===== config.mk =====
export PLATFORM = sky130hd
export DESIGN_NAME = point_in_polygon_winding_number_core_flat
export DESIGN_NICKNAME = d
export VERILOG_FILES = /design/src/design/pipw_pkg.sv /design/src/design/pipw_if.sv /design/src/design/pipw_front.sv /design/src/design/pipw_fifo.sv /design/src/design/pipw_back.sv /design/src/design/point_in_polygon_winding_number_core.sv /design/src/flat_wrapper.sv
export VERILOG_INCLUDE_DIRS = /design/src /design/src/design
export SDC_FILE = /design/constraint.sdc
export NUM_CORES = 2
export LEC_CHECK = 0
export BUFFER_PORTS_ARGS = -buffer_cell sky130_fd_sc_hd__clkbuf_2
export CORE_MARGIN = 2
export CORE_UTILIZATION = 55
export CTS_BUF_LIST = sky130_fd_sc_hd__clkbuf_8
export CTS_CLUSTER_DIAMETER = 30
export CTS_CLUSTER_SIZE = 14
export DETAILED_ROUTE_END_ITERATION = 10
export PLACE_DENSITY = 0.79
export RECOVER_POWER = 50
export SLEW_MARGIN = 20
export SYNTH_ARGS = -nofsm -noshare
export SYNTH_HDL_FRONTEND = slang
export SYNTH_SLANG_ARGS = --single-unit

===== constraint.sdc =====
create_clock -name clk -period 22.9 [get_ports clk]
set_input_delay 4.58 -clock clk [delete_from_list [all_inputs] [get_ports clk]]
set_output_delay 4.58 -clock clk [all_outputs]
set_load 0.02 [all_outputs]

===== src/design/point_in_polygon_winding_number_core_assert.svh =====
// Assertion macros for the winding-number point-in-polygon core.
// Used by the top level; expects clk and rst_n in scope.
`ifndef POINT_IN_POLYGON_WINDING_NUMBER_CORE_ASSERT_SVH
`define POINT_IN_POLYGON_WINDING_NUMBER_CORE_ASSERT_SVH

// Same-cycle implication, checked outside reset.
`define PIPW_ASSERT_NOW(lbl, ante, cons, msg) \
  lbl: assert property (@(posedge clk) disable iff (!rst_n) (ante) |-> (cons)) \
    else $error(msg);

// Next-cycle implication, checked outside reset.
`define PIPW_ASSERT_NEXT(lbl, ante, cons, msg) \
  lbl: assert property (@(posedge clk) disable iff (!rst_n) (ante) |=> (cons)) \
    else $error(msg);

`endif


===== src/design/pipw_pkg.sv =====
// Shared types and constants for the winding-number point-in-polygon core.
// No dependencies.
`timescale 1ns / 1ps

package pipw_pkg;

  localparam int FIELD_W          = 16;
  localparam int WIND_OUT_W       = 14;
  localparam int DEF_MAX_VERTICES = 4096;
  localparam int DEF_COORD_BITS   = 16;
  localparam int FIFO_DEPTH       = 4;

  // Slots of the point record that travels from the front to the back.
  localparam int PT_PREV  = 0;
  localparam int PT_CUR   = 1;
  localparam int PT_START = 2;
  localparam int PT_POINT = 3;
  localparam int PT_NUM   = 4;
  localparam int AX_X     = 0;
  localparam int AX_Y     = 1;

  // Edge slots in the back end.
  localparam int EDGE_MAIN  = 0;
  localparam int EDGE_CLOSE = 1;

  typedef struct packed {
    logic first;
    logic last;
    logic ovf;
  } pipw_ctl_t;

  typedef struct packed {
    logic s1_valid;
    logic s1_last;
  } pipw_bstat_t;

endpackage


===== src/design/pipw_if.sv =====
// Vertex and result channel interfaces for the winding-number core.
// Depends on pipw_pkg.
`timescale 1ns / 1ps

interface pipw_in_if import pipw_pkg::*; ();
  logic                      valid;
  logic                      ready;
  logic signed [FIELD_W-1:0] vertex_x;
  logic signed [FIELD_W-1:0] vertex_y;
  logic signed [FIELD_W-1:0] query_x;
  logic signed [FIELD_W-1:0] query_y;
  logic                      first_vertex;
  logic                      last_vertex;

  modport source (output valid, vertex_x, vertex_y, query_x, query_y,
                  first_vertex, last_vertex, input ready);
  modport sink (input valid, vertex_x, vertex_y, query_x, query_y,
                first_vertex, last_vertex, output ready);
endinterface

interface pipw_out_if import pipw_pkg::*; ();
  logic                         valid;
  logic                         ready;
  logic signed [WIND_OUT_W-1:0] winding;
  logic                         inside_res;
  logic                         overflow;

  modport source (output valid, winding, inside_res, overflow, input ready);
  modport sink (input valid, winding, inside_res, overflow, output ready);
endinterface


===== src/design/pipw_front.sv =====
// Front end: accepts vertex beats, tracks polygon state, forms edge records.
// Depends on pipw_pkg and pipw_if.
`timescale 1ns / 1ps

module pipw_front import pipw_pkg::*; #(
  parameter int MAX_VERTICES = DEF_MAX_VERTICES,
  parameter int COORD_BITS   = DEF_COORD_BITS
) (
  input  logic                                      clk,
  input  logic                                      rst_n,
  pipw_in_if.sink                                   in_ch,
  input  logic                                      q_full,
  output logic                                      q_push,
  output logic [PT_NUM-1:0][1:0][COORD_BITS-1:0]    rec_pts,
  output pipw_ctl_t                                 rec_ctl
);

  localparam int VCW = $clog2(MAX_VERTICES + 2);
  localparam logic [VCW-1:0] VC_MAX = VCW'(MAX_VERTICES);
  localparam logic [VCW-1:0] VC_ONE = VCW'(1);

  logic [1:0][COORD_BITS-1:0] start_r, start_nxt;
  logic [1:0][COORD_BITS-1:0] prev_r, prev_nxt;
  logic [1:0][COORD_BITS-1:0] point_r, point_nxt;
  logic [1:0][COORD_BITS-1:0] cur;
  logic [1:0][COORD_BITS-1:0] query;
  logic [VCW-1:0]             vcnt_r, vcnt_nxt;
  logic [31:0]                vx_ext, vy_ext, qx_ext, qy_ext;

  assign in_ch.ready = !q_full;
  assign q_push      = in_ch.valid && !q_full;

  // The low COORD_BITS of each field form the coordinate.
  assign vx_ext = 32'(unsigned'(in_ch.vertex_x));
  assign vy_ext = 32'(unsigned'(in_ch.vertex_y));
  assign qx_ext = 32'(unsigned'(in_ch.query_x));
  assign qy_ext = 32'(unsigned'(in_ch.query_y));
  assign cur[AX_X]   = vx_ext[COORD_BITS-1:0];
  assign cur[AX_Y]   = vy_ext[COORD_BITS-1:0];
  assign query[AX_X] = qx_ext[COORD_BITS-1:0];
  assign query[AX_Y] = qy_ext[COORD_BITS-1:0];

  always_comb begin
    prev_nxt = cur;
    if (in_ch.first_vertex) begin
      start_nxt = cur;
      point_nxt = query;
      vcnt_nxt  = VC_ONE;
    end else begin
      start_nxt = start_r;
      point_nxt = point_r;
      vcnt_nxt  = (vcnt_r <= VC_MAX) ? vcnt_r + VC_ONE : vcnt_r;
    end
  end

  always_comb begin
    rec_pts[PT_PREV]  = prev_r;
    rec_pts[PT_CUR]   = cur;
    rec_pts[PT_START] = start_nxt;
    rec_pts[PT_POINT] = point_nxt;
    rec_ctl.first     = in_ch.first_vertex;
    rec_ctl.last      = in_ch.last_vertex;
    rec_ctl.ovf       = vcnt_nxt > VC_MAX;
  end

  always_ff @(posedge clk) begin
    if (!rst_n) begin
      start_r <= '0;
      prev_r  <= '0;
      point_r <= '0;
      vcnt_r  <= '0;
    end else if (q_push) begin
      start_r <= start_nxt;
      prev_r  <= prev_nxt;
      point_r <= point_nxt;
      vcnt_r  <= vcnt_nxt;
    end
  end

endmodule


===== src/design/pipw_fifo.sv =====
// Small synchronous queue between the front and back ends.
// Depends on pipw_pkg.
`timescale 1ns / 1ps

module pipw_fifo import pipw_pkg::*; #(
  parameter int WIDTH = 8
) (
  input  logic             clk,
  input  logic             rst_n,
  input  logic             push,
  input  logic [WIDTH-1:0] din,
  input  logic             pop,
  output logic [WIDTH-1:0] dout,
  output logic             full,
  output logic             empty
);

  localparam int AW = $clog2(FIFO_DEPTH);
  localparam logic [AW:0] CNT_FULL = (AW + 1)'(FIFO_DEPTH);

  logic [WIDTH-1:0] mem [FIFO_DEPTH];
  logic [AW-1:0]    wr_ptr_r, wr_ptr_nxt;
  logic [AW-1:0]    rd_ptr_r, rd_ptr_nxt;
  logic [AW:0]      cnt_r, cnt_nxt;
  logic             do_push, do_pop;

  assign full    = cnt_r == CNT_FULL;
  assign empty   = cnt_r == '0;
  assign do_push = push && !full;
  assign do_pop  = pop && !empty;
  assign dout    = mem[rd_ptr_r];

  always_comb begin
    wr_ptr_nxt = do_push ? wr_ptr_r + AW'(1) : wr_ptr_r;
    rd_ptr_nxt = do_pop ? rd_ptr_r + AW'(1) : rd_ptr_r;
    cnt_nxt    = cnt_r;
    if (do_push && !do_pop) begin
      cnt_nxt = cnt_r + (AW + 1)'(1);
    end else if (do_pop && !do_push) begin
      cnt_nxt = cnt_r - (AW + 1)'(1);
    end
  end

  always_ff @(posedge clk) begin
    if (do_push) begin
      mem[wr_ptr_r] <= din;
    end
  end

  always_ff @(posedge clk) begin
    if (!rst_n) begin
      wr_ptr_r <= '0;
      rd_ptr_r <= '0;
      cnt_r    <= '0;
    end else begin
      wr_ptr_r <= wr_ptr_nxt;
      rd_ptr_r <= rd_ptr_nxt;
      cnt_r    <= cnt_nxt;
    end
  end

endmodule


===== src/design/pipw_back.sv =====
// Back end: edge cross products, crossing tests, winding accumulator, result register.
// Depends on pipw_pkg and pipw_if.
`timescale 1ns / 1ps

module pipw_back import pipw_pkg::*; #(
  parameter int MAX_VERTICES = DEF_MAX_VERTICES,
  parameter int COORD_BITS   = DEF_COORD_BITS
) (
  input  logic                                   clk,
  input  logic                                   rst_n,
  input  logic                                   q_empty,
  input  logic [PT_NUM-1:0][1:0][COORD_BITS-1:0] q_pts,
  input  pipw_ctl_t                              q_ctl,
  output logic                                   q_pop,
  output pipw_bstat_t                            bstat,
  pipw_out_if.source                             out_ch
);

  localparam int DW = COORD_BITS + 1;
  localparam int PW = 2 * DW;
  localparam int WW = $clog2(MAX_VERTICES + 1) + 1;
  localparam logic signed [WW-1:0] W_MAX = WW'(MAX_VERTICES);
  localparam logic signed [WW-1:0] W_MIN = -W_MAX;
  localparam logic signed [WW-1:0] W_ONE = WW'(1);

  function automatic logic signed [WW-1:0] wstep(input logic signed [WW-1:0] w,
                                                 input logic inc, input logic dec);
    logic signed [WW-1:0] r;
    r = w;
    if (inc && w != W_MAX) begin
      r = w + W_ONE;
    end else if (dec && w != W_MIN) begin
      r = w - W_ONE;
    end
    return r;
  endfunction

  // Stage 1: products and crossing direction for both edges.
  logic signed [1:0][PW-1:0] lhs, rhs;
  logic [1:0]                up, dn;
  logic signed [1:0][PW-1:0] s1_lhs_r, s1_rhs_r;
  logic [1:0]                s1_up_r, s1_dn_r;
  pipw_ctl_t                 s1_ctl_r;
  logic                      s1_valid_r, s1_valid_nxt;
  logic                      s1_go, s1_load, out_free;

  always_comb begin
    logic signed [DW-1:0] x0, y0, x1, y1, px, py;
    for (int e = 0; e < 2; e++) begin
      if (e == EDGE_MAIN) begin
        x0 = DW'($signed(q_pts[PT_PREV][AX_X]));
        y0 = DW'($signed(q_pts[PT_PREV][AX_Y]));
        x1 = DW'($signed(q_pts[PT_CUR][AX_X]));
        y1 = DW'($signed(q_pts[PT_CUR][AX_Y]));
      end else begin
        x0 = DW'($signed(q_pts[PT_CUR][AX_X]));
        y0 = DW'($signed(q_pts[PT_CUR][AX_Y]));
        x1 = DW'($signed(q_pts[PT_START][AX_X]));
        y1 = DW'($signed(q_pts[PT_START][AX_Y]));
      end
      px = DW'($signed(q_pts[PT_POINT][AX_X]));
      py = DW'($signed(q_pts[PT_POINT][AX_Y]));
      lhs[e] = PW'(x1 - x0) * PW'(py - y0);
      rhs[e] = PW'(px - x0) * PW'(y1 - y0);
      up[e]  = (y0 <= py) && (y1 > py);
      dn[e]  = (y0 > py) && (y1 <= py);
    end
  end

  // Stage 2: sign of the cross product, saturating accumulate, result.
  logic                 inc_m, dec_m, inc_c, dec_c;
  logic signed [WW-1:0] wind_r, wind_nxt, w0, w1;
  logic signed [31:0]   wind_ext;

  assign out_free = !out_ch.valid || out_ch.ready;
  assign s1_go    = s1_valid_r && (!s1_ctl_r.last || out_free);
  assign s1_load  = !s1_valid_r || s1_go;
  assign q_pop    = s1_load && !q_empty;

  assign bstat.s1_valid = s1_valid_r;
  assign bstat.s1_last  = s1_ctl_r.last;

  // Elements of a packed array are unsigned, so the products are compared
  // as signed values explicitly.
  always_comb begin
    inc_m = !s1_ctl_r.first && s1_up_r[EDGE_MAIN] &&
            ($signed(s1_lhs_r[EDGE_MAIN]) > $signed(s1_rhs_r[EDGE_MAIN]));
    dec_m = !s1_ctl_r.first && s1_dn_r[EDGE_MAIN] &&
            ($signed(s1_lhs_r[EDGE_MAIN]) < $signed(s1_rhs_r[EDGE_MAIN]));
    inc_c = s1_ctl_r.last && s1_up_r[EDGE_CLOSE] &&
            ($signed(s1_lhs_r[EDGE_CLOSE]) > $signed(s1_rhs_r[EDGE_CLOSE]));
    dec_c = s1_ctl_r.last && s1_dn_r[EDGE_CLOSE] &&
            ($signed(s1_lhs_r[EDGE_CLOSE]) < $signed(s1_rhs_r[EDGE_CLOSE]));
    w0       = s1_ctl_r.first ? '0 : wind_r;
    w1       = wstep(w0, inc_m, dec_m);
    wind_nxt = wstep(w1, inc_c, dec_c);
    wind_ext = 32'(wind_nxt);
    s1_valid_nxt = q_pop ? 1'b1 : (s1_go ? 1'b0 : s1_valid_r);
  end

  always_ff @(posedge clk) begin
    if (q_pop) begin
      s1_lhs_r <= lhs;
      s1_rhs_r <= rhs;
      s1_up_r  <= up;
      s1_dn_r  <= dn;
      s1_ctl_r <= q_ctl;
    end
    if (s1_go && s1_ctl_r.last) begin
      out_ch.winding    <= wind_ext[WIND_OUT_W-1:0];
      out_ch.inside_res <= wind_nxt != '0;
      out_ch.overflow   <= s1_ctl_r.ovf;
    end
  end

  always_ff @(posedge clk) begin
    if (!rst_n) begin
      s1_valid_r   <= 1'b0;
      wind_r       <= '0;
      out_ch.valid <= 1'b0;
    end else begin
      s1_valid_r <= s1_valid_nxt;
      if (s1_go) begin
        wind_r <= wind_nxt;
      end
      if (s1_go && s1_ctl_r.last) begin
        out_ch.valid <= 1'b1;
      end else if (out_ch.ready) begin
        out_ch.valid <= 1'b0;
      end
    end
  end

endmodule


===== src/design/point_in_polygon_winding_number_core.sv =====
// Winding-number point-in-polygon core: one vertex beat per cycle while the queue has room.
// A result beat is registered after the beat of the last vertex is accepted, passing the queue
// write, then the product stage, then the result register; the multiplier stage and the winding
// accumulator each take one vertex a cycle while the result register is not held downstream.
// Reset (rst_n low, synchronous) clears the polygon state, the queue and the result valid flag.
// Depends on pipw_pkg, pipw_if, pipw_front, pipw_fifo, pipw_back and the assertion header.
`timescale 1ns / 1ps
`include "point_in_polygon_winding_number_core_assert.svh"

module point_in_polygon_winding_number_core import pipw_pkg::*; #(
  parameter int MAX_VERTICES = DEF_MAX_VERTICES,
  parameter int COORD_BITS   = DEF_COORD_BITS
) (
  input  logic        clk,
  input  logic        rst_n,
  pipw_in_if.sink     in_ch,
  pipw_out_if.source  out_ch
);

  // One queue entry: the control flags above the four points.
  localparam int PTS_W = PT_NUM * 2 * COORD_BITS;
  localparam int REC_W = PTS_W + $bits(pipw_ctl_t);

  logic [PT_NUM-1:0][1:0][COORD_BITS-1:0] rec_pts, q_pts;
  pipw_ctl_t                              rec_ctl, q_ctl;
  logic [REC_W-1:0]                       q_din, q_dout;
  logic                                   q_push, q_pop, q_full, q_empty;
  pipw_bstat_t                            bstat;

  // The front end keeps the first vertex, the previous vertex, the query
  // point and the vertex count. Each accepted beat becomes a record holding
  // both edges it may need: previous to current, and current to first.
  pipw_front #(
    .MAX_VERTICES (MAX_VERTICES),
    .COORD_BITS   (COORD_BITS)
  ) u_front (
    .clk     (clk),
    .rst_n   (rst_n),
    .in_ch   (in_ch),
    .q_full  (q_full),
    .q_push  (q_push),
    .rec_pts (rec_pts),
    .rec_ctl (rec_ctl)
  );

  assign q_din = {rec_ctl, rec_pts};

  // The queue lets the front keep taking vertices while the result
  // register waits on the downstream side.
  pipw_fifo #(
    .WIDTH (REC_W)
  ) u_fifo (
    .clk   (clk),
    .rst_n (rst_n),
    .push  (q_push),
    .din   (q_din),
    .pop   (q_pop),
    .dout  (q_dout),
    .full  (q_full),
    .empty (q_empty)
  );

  assign q_pts = q_dout[PTS_W-1:0];
  assign q_ctl = q_dout[REC_W-1:PTS_W];

  // The back end forms the two cross products of each edge, then compares
  // them to get the sign of IsLeft, and updates the clamped winding count.
  // Only a record marked last moves a result into the output register.
  pipw_back #(
    .MAX_VERTICES (MAX_VERTICES),
    .COORD_BITS   (COORD_BITS)
  ) u_back (
    .clk     (clk),
    .rst_n   (rst_n),
    .q_empty (q_empty),
    .q_pts   (q_pts),
    .q_ctl   (q_ctl),
    .q_pop   (q_pop),
    .bstat   (bstat),
    .out_ch  (out_ch)
  );

  // A full queue must hold off the vertex channel.
  `PIPW_ASSERT_NOW(a_full_blocks_input, q_full, !in_ch.ready, "vertex taken while queue full")

  // A free product stage always pulls a waiting record.
  `PIPW_ASSERT_NEXT(a_stage_fills, !q_empty && !bstat.s1_valid, bstat.s1_valid,
                    "product stage idle while queue holds a record")

  // A new result only appears behind a record marked last.
  `PIPW_ASSERT_NOW(a_result_from_last, $rose(out_ch.valid),
                   $past(bstat.s1_valid && bstat.s1_last), "result without a last vertex")

endmodule

===== src/flat_wrapper.sv =====
// flat-port wrapper written by rule: the top's interface ports become plain ports
module point_in_polygon_winding_number_core_flat import pipw_pkg::*;
#(
  parameter int MAX_VERTICES = DEF_MAX_VERTICES,
  parameter int COORD_BITS   = DEF_COORD_BITS
)
  (clk, rst_n, in_ch_valid, in_ch_vertex_x, in_ch_vertex_y, in_ch_query_x, in_ch_query_y, in_ch_first_vertex, in_ch_last_vertex, in_ch_ready, out_ch_valid, out_ch_winding, out_ch_inside_res, out_ch_overflow, out_ch_ready);
  pipw_in_if in_ch_i ();
  pipw_out_if out_ch_i ();
  input  logic clk;
  input  logic rst_n;
  input wire logic [$bits(in_ch_i.valid)-1:0] in_ch_valid;
  input wire logic [$bits(in_ch_i.vertex_x)-1:0] in_ch_vertex_x;
  input wire logic [$bits(in_ch_i.vertex_y)-1:0] in_ch_vertex_y;
  input wire logic [$bits(in_ch_i.query_x)-1:0] in_ch_query_x;
  input wire logic [$bits(in_ch_i.query_y)-1:0] in_ch_query_y;
  input wire logic [$bits(in_ch_i.first_vertex)-1:0] in_ch_first_vertex;
  input wire logic [$bits(in_ch_i.last_vertex)-1:0] in_ch_last_vertex;
  output wire logic [$bits(in_ch_i.ready)-1:0] in_ch_ready;
  output wire logic [$bits(out_ch_i.valid)-1:0] out_ch_valid;
  output wire logic [$bits(out_ch_i.winding)-1:0] out_ch_winding;
  output wire logic [$bits(out_ch_i.inside_res)-1:0] out_ch_inside_res;
  output wire logic [$bits(out_ch_i.overflow)-1:0] out_ch_overflow;
  input wire logic [$bits(out_ch_i.ready)-1:0] out_ch_ready;
  assign in_ch_i.valid = in_ch_valid;
  assign in_ch_i.vertex_x = in_ch_vertex_x;
  assign in_ch_i.vertex_y = in_ch_vertex_y;
  assign in_ch_i.query_x = in_ch_query_x;
  assign in_ch_i.query_y = in_ch_query_y;
  assign in_ch_i.first_vertex = in_ch_first_vertex;
  assign in_ch_i.last_vertex = in_ch_last_vertex;
  assign in_ch_ready = in_ch_i.ready;
  assign out_ch_valid = out_ch_i.valid;
  assign out_ch_winding = out_ch_i.winding;
  assign out_ch_inside_res = out_ch_i.inside_res;
  assign out_ch_overflow = out_ch_i.overflow;
  assign out_ch_i.ready = out_ch_ready;
  point_in_polygon_winding_number_core #(.MAX_VERTICES(MAX_VERTICES), .COORD_BITS(COORD_BITS)) u_core (.clk(clk), .rst_n(rst_n), .in_ch(in_ch_i), .out_ch(out_ch_i));
endmodule

Word level (Yosys, flattened, before mapping)
Memory sizes are Yosys's and may differ from the RTL's. A register that Yosys moved wholly into a read port is not among the register bits. Index checks and enable logic that the tools add are counted.

$add $sub $neg: 17. $mul: 4. Div/mod/pow operators: 0. Magnitude comparators: 12. Eq/ne operators: 5. Shift-type cells: 0. Mux-type cells: 19. Bitwise logic cells: 0. Reductions and logical operators: 40.

Operators by type and width (count): $mul A17 B17 Y34 (4); $sub A16 B16 Y17 (8); $mux W14 (5); $gt A34 B34 Y1 (2); $lt A34 B34 Y1 (2); $mux W32 (2); $gt A16 B16 Y1 (3); $le A16 B16 Y1 (3); $add A14 B2 Y14 const B (2); $ne A14 B13 Y1 const B (2); $ne A14 B14 Y1 const B (2); $sub A14 B2 Y14 const B (2); $mux W13 (2); $logic_and A1 B1 Y1 (24); $reduce_bool A14 Y1 (1); $add A13 B1 Y13 const B (1); $gt A13 B13 Y1 const B (1); $le A13 B13 Y1 const B (1); $logic_not A1 Y1 (8); $mux W1 (6); $mux W3 (2); $reduce_bool A2 Y1 (3); $add A2 B1 Y2 const B (2); $mux W2 (2); other kinds (5) (7).

Bits in registers: 291. Bits in latches: 0. Memory bits (writable): 524. Memory bits (read-only): 0. Bits of input ports: 70. Output and inout bits: 18. Word-level logic and storage cells: 123. Memories: 1.

Memory list: u_core.u_fifo.mem (depth 4, width 131, rd ports 1, clocked after memory_dff 1, wr ports 1, line pipw_fifo.sv:21) `logic [WIDTH-1:0] mem [FIFO_DEPTH];`.

Logic depth before layout (Yosys ltp)
Depth after elaboration: 11. Depth in mapped cells: 47. Gate-level depth less buffers: 44.

Modules after synthesis
Synthesis repeated with hierarchy kept, for this count alone.

Cells, all modules: 7828. Area total of the unflattened synthesis: 81962.4 um2.

Modules (own cells, without submodules): pipw_back (instances 1, cells an instance 6431, area each 57311.2 um2, seq. area each 5094.9 um2); pipw_fifo (instances 1, cells an instance 733, area each 19381.1 um2, seq. area each 15915.3 um2); pipw_front (instances 1, cells an instance 664, area each 5270.1 um2, seq. area each 2182.1 um2).

Worst setup path after synthesis
No wires, ideal clock.

Kind: input -> register. From: input out_ch_ready. To: register u_core.u_fifo.cnt_r[2]. Setup time: 76 ps. Arrival: 13448 ps. Data required time: 22824 ps. Setup slack: 9376 ps. Cell stages on the path: 9. Path buffers: 0. Cell sequence: nor2b_1 -> a31oi_1 -> inv_1 -> ha_1 -> inv_1 -> fa_1 -> xor2_1 -> or3_1 -> a21boi_0.

Longest elaborated chain between the ends: 9. Elaborated cells on any way between the ends: 11. Classes of those cells: 1 x mux; 10 x reduce/logical.

RTL lines: start, declared (line flat_wrapper.sv:24) `input wire logic [$bits(out_ch_i.ready)-1:0] out_ch_ready;`; $logic_or A1 B1 Y1 (*) (line pipw_back.sv:75) `assign out_free = !out_ch.valid || out_ch.ready;`; $logic_or A1 B1 Y1 (*) (line pipw_back.sv:76) `assign s1_go = s1_valid_r && (!s1_ctl_r.last || out_free);`; $logic_and A1 B1 Y1 (*) (line pipw_back.sv:76); $logic_or A1 B1 Y1 (*) (line pipw_back.sv:77) `assign s1_load = !s1_valid_r || s1_go;`; $logic_and A1 B1 Y1 (*) (line pipw_back.sv:78) `assign q_pop = s1_load && !q_empty;`; net u_core.q_pop (line point_in_polygon_winding_number_core.sv:27) `logic q_push, q_pop, q_full, q_empty;`; $logic_and A1 B1 Y1 (*) (line pipw_fifo.sv:30) `assign do_pop = pop && !empty;`; $logic_not A1 Y1 (line pipw_fifo.sv:37) `if (do_push && !do_pop) begin`; $logic_and A1 B1 Y1 (line pipw_fifo.sv:37); $mux W3 or $reduce_bool A2 Y1 (tied branches); end signal, assigned (line pipw_fifo.sv:58) `cnt_r <= cnt_nxt;`; end, declared (line pipw_fifo.sv:24) `logic [AW:0] cnt_r, cnt_nxt;`.

The timed path passes the listed nets; every way through them passes the cells marked *. A chain may end at the register's enable or synchronous reset.

==> results.sh <==
export IMPL_hpwl_microns=185600
export IMPL_r2r_setup_slack_ns=6.26
export IMPL_cts_inserted_buffers=152
export IMPL_syn_area_sq_mm=0.08204
export IMPL_io_buffers=87
export IMPL_grt_max_degree=83
export IMPL_reg2regPathDepth=33
export IMPL_ant_nets=0
export IMPL_regToRegEndpoint="u_core.u_back.s1_lhs_r[66]"
export IMPL_cp_max_fo=36
export IMPL_post_route_util=0.6002
export IMPL_routabilityCongestion=0.9897
export IMPL_status="finished with violations"
export IMPL_cts_setup_buffers=0
export IMPL_grt_usage=0.3210
export IMPL_max_cap_violations=12
export IMPL_start_kind="flip-flop"
export IMPL_grt_overflow=0
export IMPL_route_detailed_drc=0
export IMPL_min_path_cells=0
export IMPL_die_y_microns=390.2
export IMPL_ys_ff_latch=817
export IMPL_fp_dieW_microns=390.2
export IMPL_fin_worst_skew_ns=0.09701
export IMPL_final_fill_count=11808
export IMPL_cts_sinks=817
export IMPL_critPathKind="flip-flop to flip-flop"
export IMPL_synth_most_common_cell="inv_1"
export IMPL_synth_seq_area_share=0.2827
export IMPL_fin_nets=9787
export IMPL_synth_cell_type_count=96
export IMPL_ctsHtreeMaxLevel=4
export IMPL_end_kind="flip-flop"
export IMPL_synth_nets=9643
export IMPL_synth_top_cell_by_area="fa_1"
export IMPL_slew_headroom=-2.266
export IMPL_slowest_stage="clkbuf_1"
export IMPL_ctsHoldBuffers=0
export IMPL_wire_per_inst_microns=23.98
export IMPL_vias=58638
export IMPL_cts_resized=0
export IMPL_critPathMaxStageDelay_ns=2.22
export IMPL_rsz0062_at_grt="false"
export IMPL_synth_flop_cell="edfxtp_1"
export IMPL_pin_count=88
export IMPL_finalSetupTns_ns=0
export IMPL_drt_pass1_iter_count=6
export IMPL_grt_pass1_wl_microns=364900
export IMPL_synth_edf_count=683
export IMPL_ys_top_cells_by_count="inv_1 (1,514), fa_1 (1,194), nand2_1 (946)"
export IMPL_violations="capacitance limit, slew limit"
export IMPL_cts_root_buf="clkbuf_8"
export IMPL_initial_core_util=0.5549
export IMPL_clkLatencyLatePin_ns=0.92
export IMPL_crit_path_frequent_cell="fa_1"
export IMPL_place_inst=9737
export IMPL_viasPerCell=5.848
export IMPL_dieArea_sq_mm=0.1523
export IMPL_wirelength_microns=240500
export IMPL_yosysTopAreaCellShare=0.2914
export IMPL_fin_crit_sh=0.7264
export IMPL_drive_above_1_share=0.08837
export IMPL_yosys_top_cells_area="fa_1 (29%), edfxtp_1 (25%), ha_1 (8.6%), inv_1 (6.9%), nand2_1 (4.3%)"
export IMPL_synthArstFlopShare=0
export IMPL_fmax_mhz=60.11
export IMPL_fin_crit_ns=16.64
export IMPL_drt_iter0_markers=6127
export IMPL_ys_warnings_count=0
export IMPL_cp_endpoint="u_core.u_back.s1_lhs_r[66]"
export IMPL_area_growth_pct=8.158
export IMPL_synth_cells=7817
export IMPL_clock_path_buffers=3
export IMPL_cts_tree="built"
export IMPL_grt_pass1_vias=61034
export IMPL_worst_pin_slew_ns=4.899
export IMPL_core_area_sq_mm=0.1478
export IMPL_cp_arrival_ns=17.26
export IMPL_fin_cells=10027
export IMPL_antenna_found_initial=12
export IMPL_crit_required_ns=23.53
export IMPL_syn_area_per_cell_sq_um=10.49
export IMPL_setup_viol=0
export IMPL_row_count=141
export IMPL_slew_viol_final=599
export IMPL_hold_violations=0
export IMPL_hp_class="flip-flop to flip-flop"
export IMPL_cts_reportedPaths_clkPinSlew_ns=0.08
per-stage QoR:
stage | area, sq um | setup WS, ns | hold slack [ns]
floorplan | 82040 | 9.376 | 0.4003
global placement | 85220 | 9.674 | 0.4488
detailed placement | 85230 | 9.295 | 0.4566
CTS | 88800 | 9.130 | 0.4406
global route | 88720 | 4.944 | 0.4812
finish | 88730 | 6.264 | 0.4542
flip-flops by register name, indices dropped and copies added (netlist names), named ones only:
signal and cells:
u_core.u_fifo.mem 524, u_core.u_back.s1_lhs_r 68, u_core.u_back.s1_rhs_r 68, u_core.u_front.point_r 32, u_core.u_front.rec_pts 32, u_core.u_front.start_r 32, u_core.u_back.out_ch.winding 14, u_core.u_back.wind_r 14
u_core.u_front.vcnt_r 13, u_core.u_fifo.cnt_r 3, u_core.u_back.s1_ctl_r 2, u_core.u_back.s1_dn_r 2, u_core.u_back.s1_up_r 2, u_core.u_fifo.rd_ptr_r 2, u_core.u_fifo.wr_ptr_r 2, u_core.u_back.bstat 1
u_core.u_back.out_ch.inside_res 1, u_core.u_back.out_ch.overflow 1, u_core.u_back.out_ch.valid 1, u_core.u_back.s1_valid_r 1
layout make-up:
type	count	area (sq um)	share of cell area
flip-flops and latches	817	23200	0.2614
diodes	6	15.01	0.0001692
multi-input cells	5246	52420	0.5908
well taps	1930	2415	0.02722
inverters	1516	5693	0.06416
repair buffers	228	1413	0.01592
clock inverters	128	1430	0.01612
clock buffers	156	2147	0.02420
critical path: cells and delay by family (launching register included):
| kind | cells | cell delay [ns] |
|---|---|---|
| adder cells (fa/ha/maj) | 8 | 3.68 |
| XOR/XNOR | 1 | 0.13 |
| multiplexers | 1 | 0.68 |
| buffers and inverters | 5 | 3.81 |
| flip-flops | 1 | 2.03 |
| AND/OR/NAND/NOR | 2 | 0.35 |
| AO/OA/AOI/OAI | 16 | 5.52 |
per-layer routing:
metal	GRT usage	routed length [microns]
met5	0	104
met4	0.1674	14490
met3	0.06770	25030
met2	0.5084	110600
met1	0.4186	90250
kinds of logic after synthesis:
kind of cell / synth area share
simple gates: 0.1227
fa+ha+maj: 0.3772
buf+inv: 0.08042
flops: 0.2827
compound gates: 0.06555
xor+xnor: 0.02488
mux: 0.04652
worst min-delay path by stage:
stage | from | end | slack [ns]
after CTS | u_core.u_front.rec_pts[20] | u_core.u_fifo.mem[1][20] | 0.44
after floorplan | u_core.u_back.s1_ctl_r[0] | u_core.u_back.out_ch.overflow | 0.40
after global placement | u_core.u_front.start_r[12] | u_core.u_front.start_r[12] | 0.45
after global routing | u_core.u_front.rec_pts[20] | u_core.u_fifo.mem[1][20] | 0.48
after detailed placement | u_core.u_front.point_r[2] | u_core.u_front.point_r[2] | 0.46
final | u_core.u_front.rec_pts[20] | u_core.u_fifo.mem[1][20] | 0.45
layout by cell type, fill, tap and decap left out, types with 127 or more instances in the layout:
master and n:
clkbuf_8 156, a21oi_1 151, nor2_1 604, mux4_2 131, fa_1 1194, edfxtp_1 683, dfxtp_1 133, a21boi_0 161
xnor2_1 173, and2_1 135, buf_4 127, inv_1 1527, ha_1 562, o21ai_0 188, nand2_1 945
Power is not shown: default switching activity piles up to over one toggle a cycle in this logic, so the estimate is an artifact.
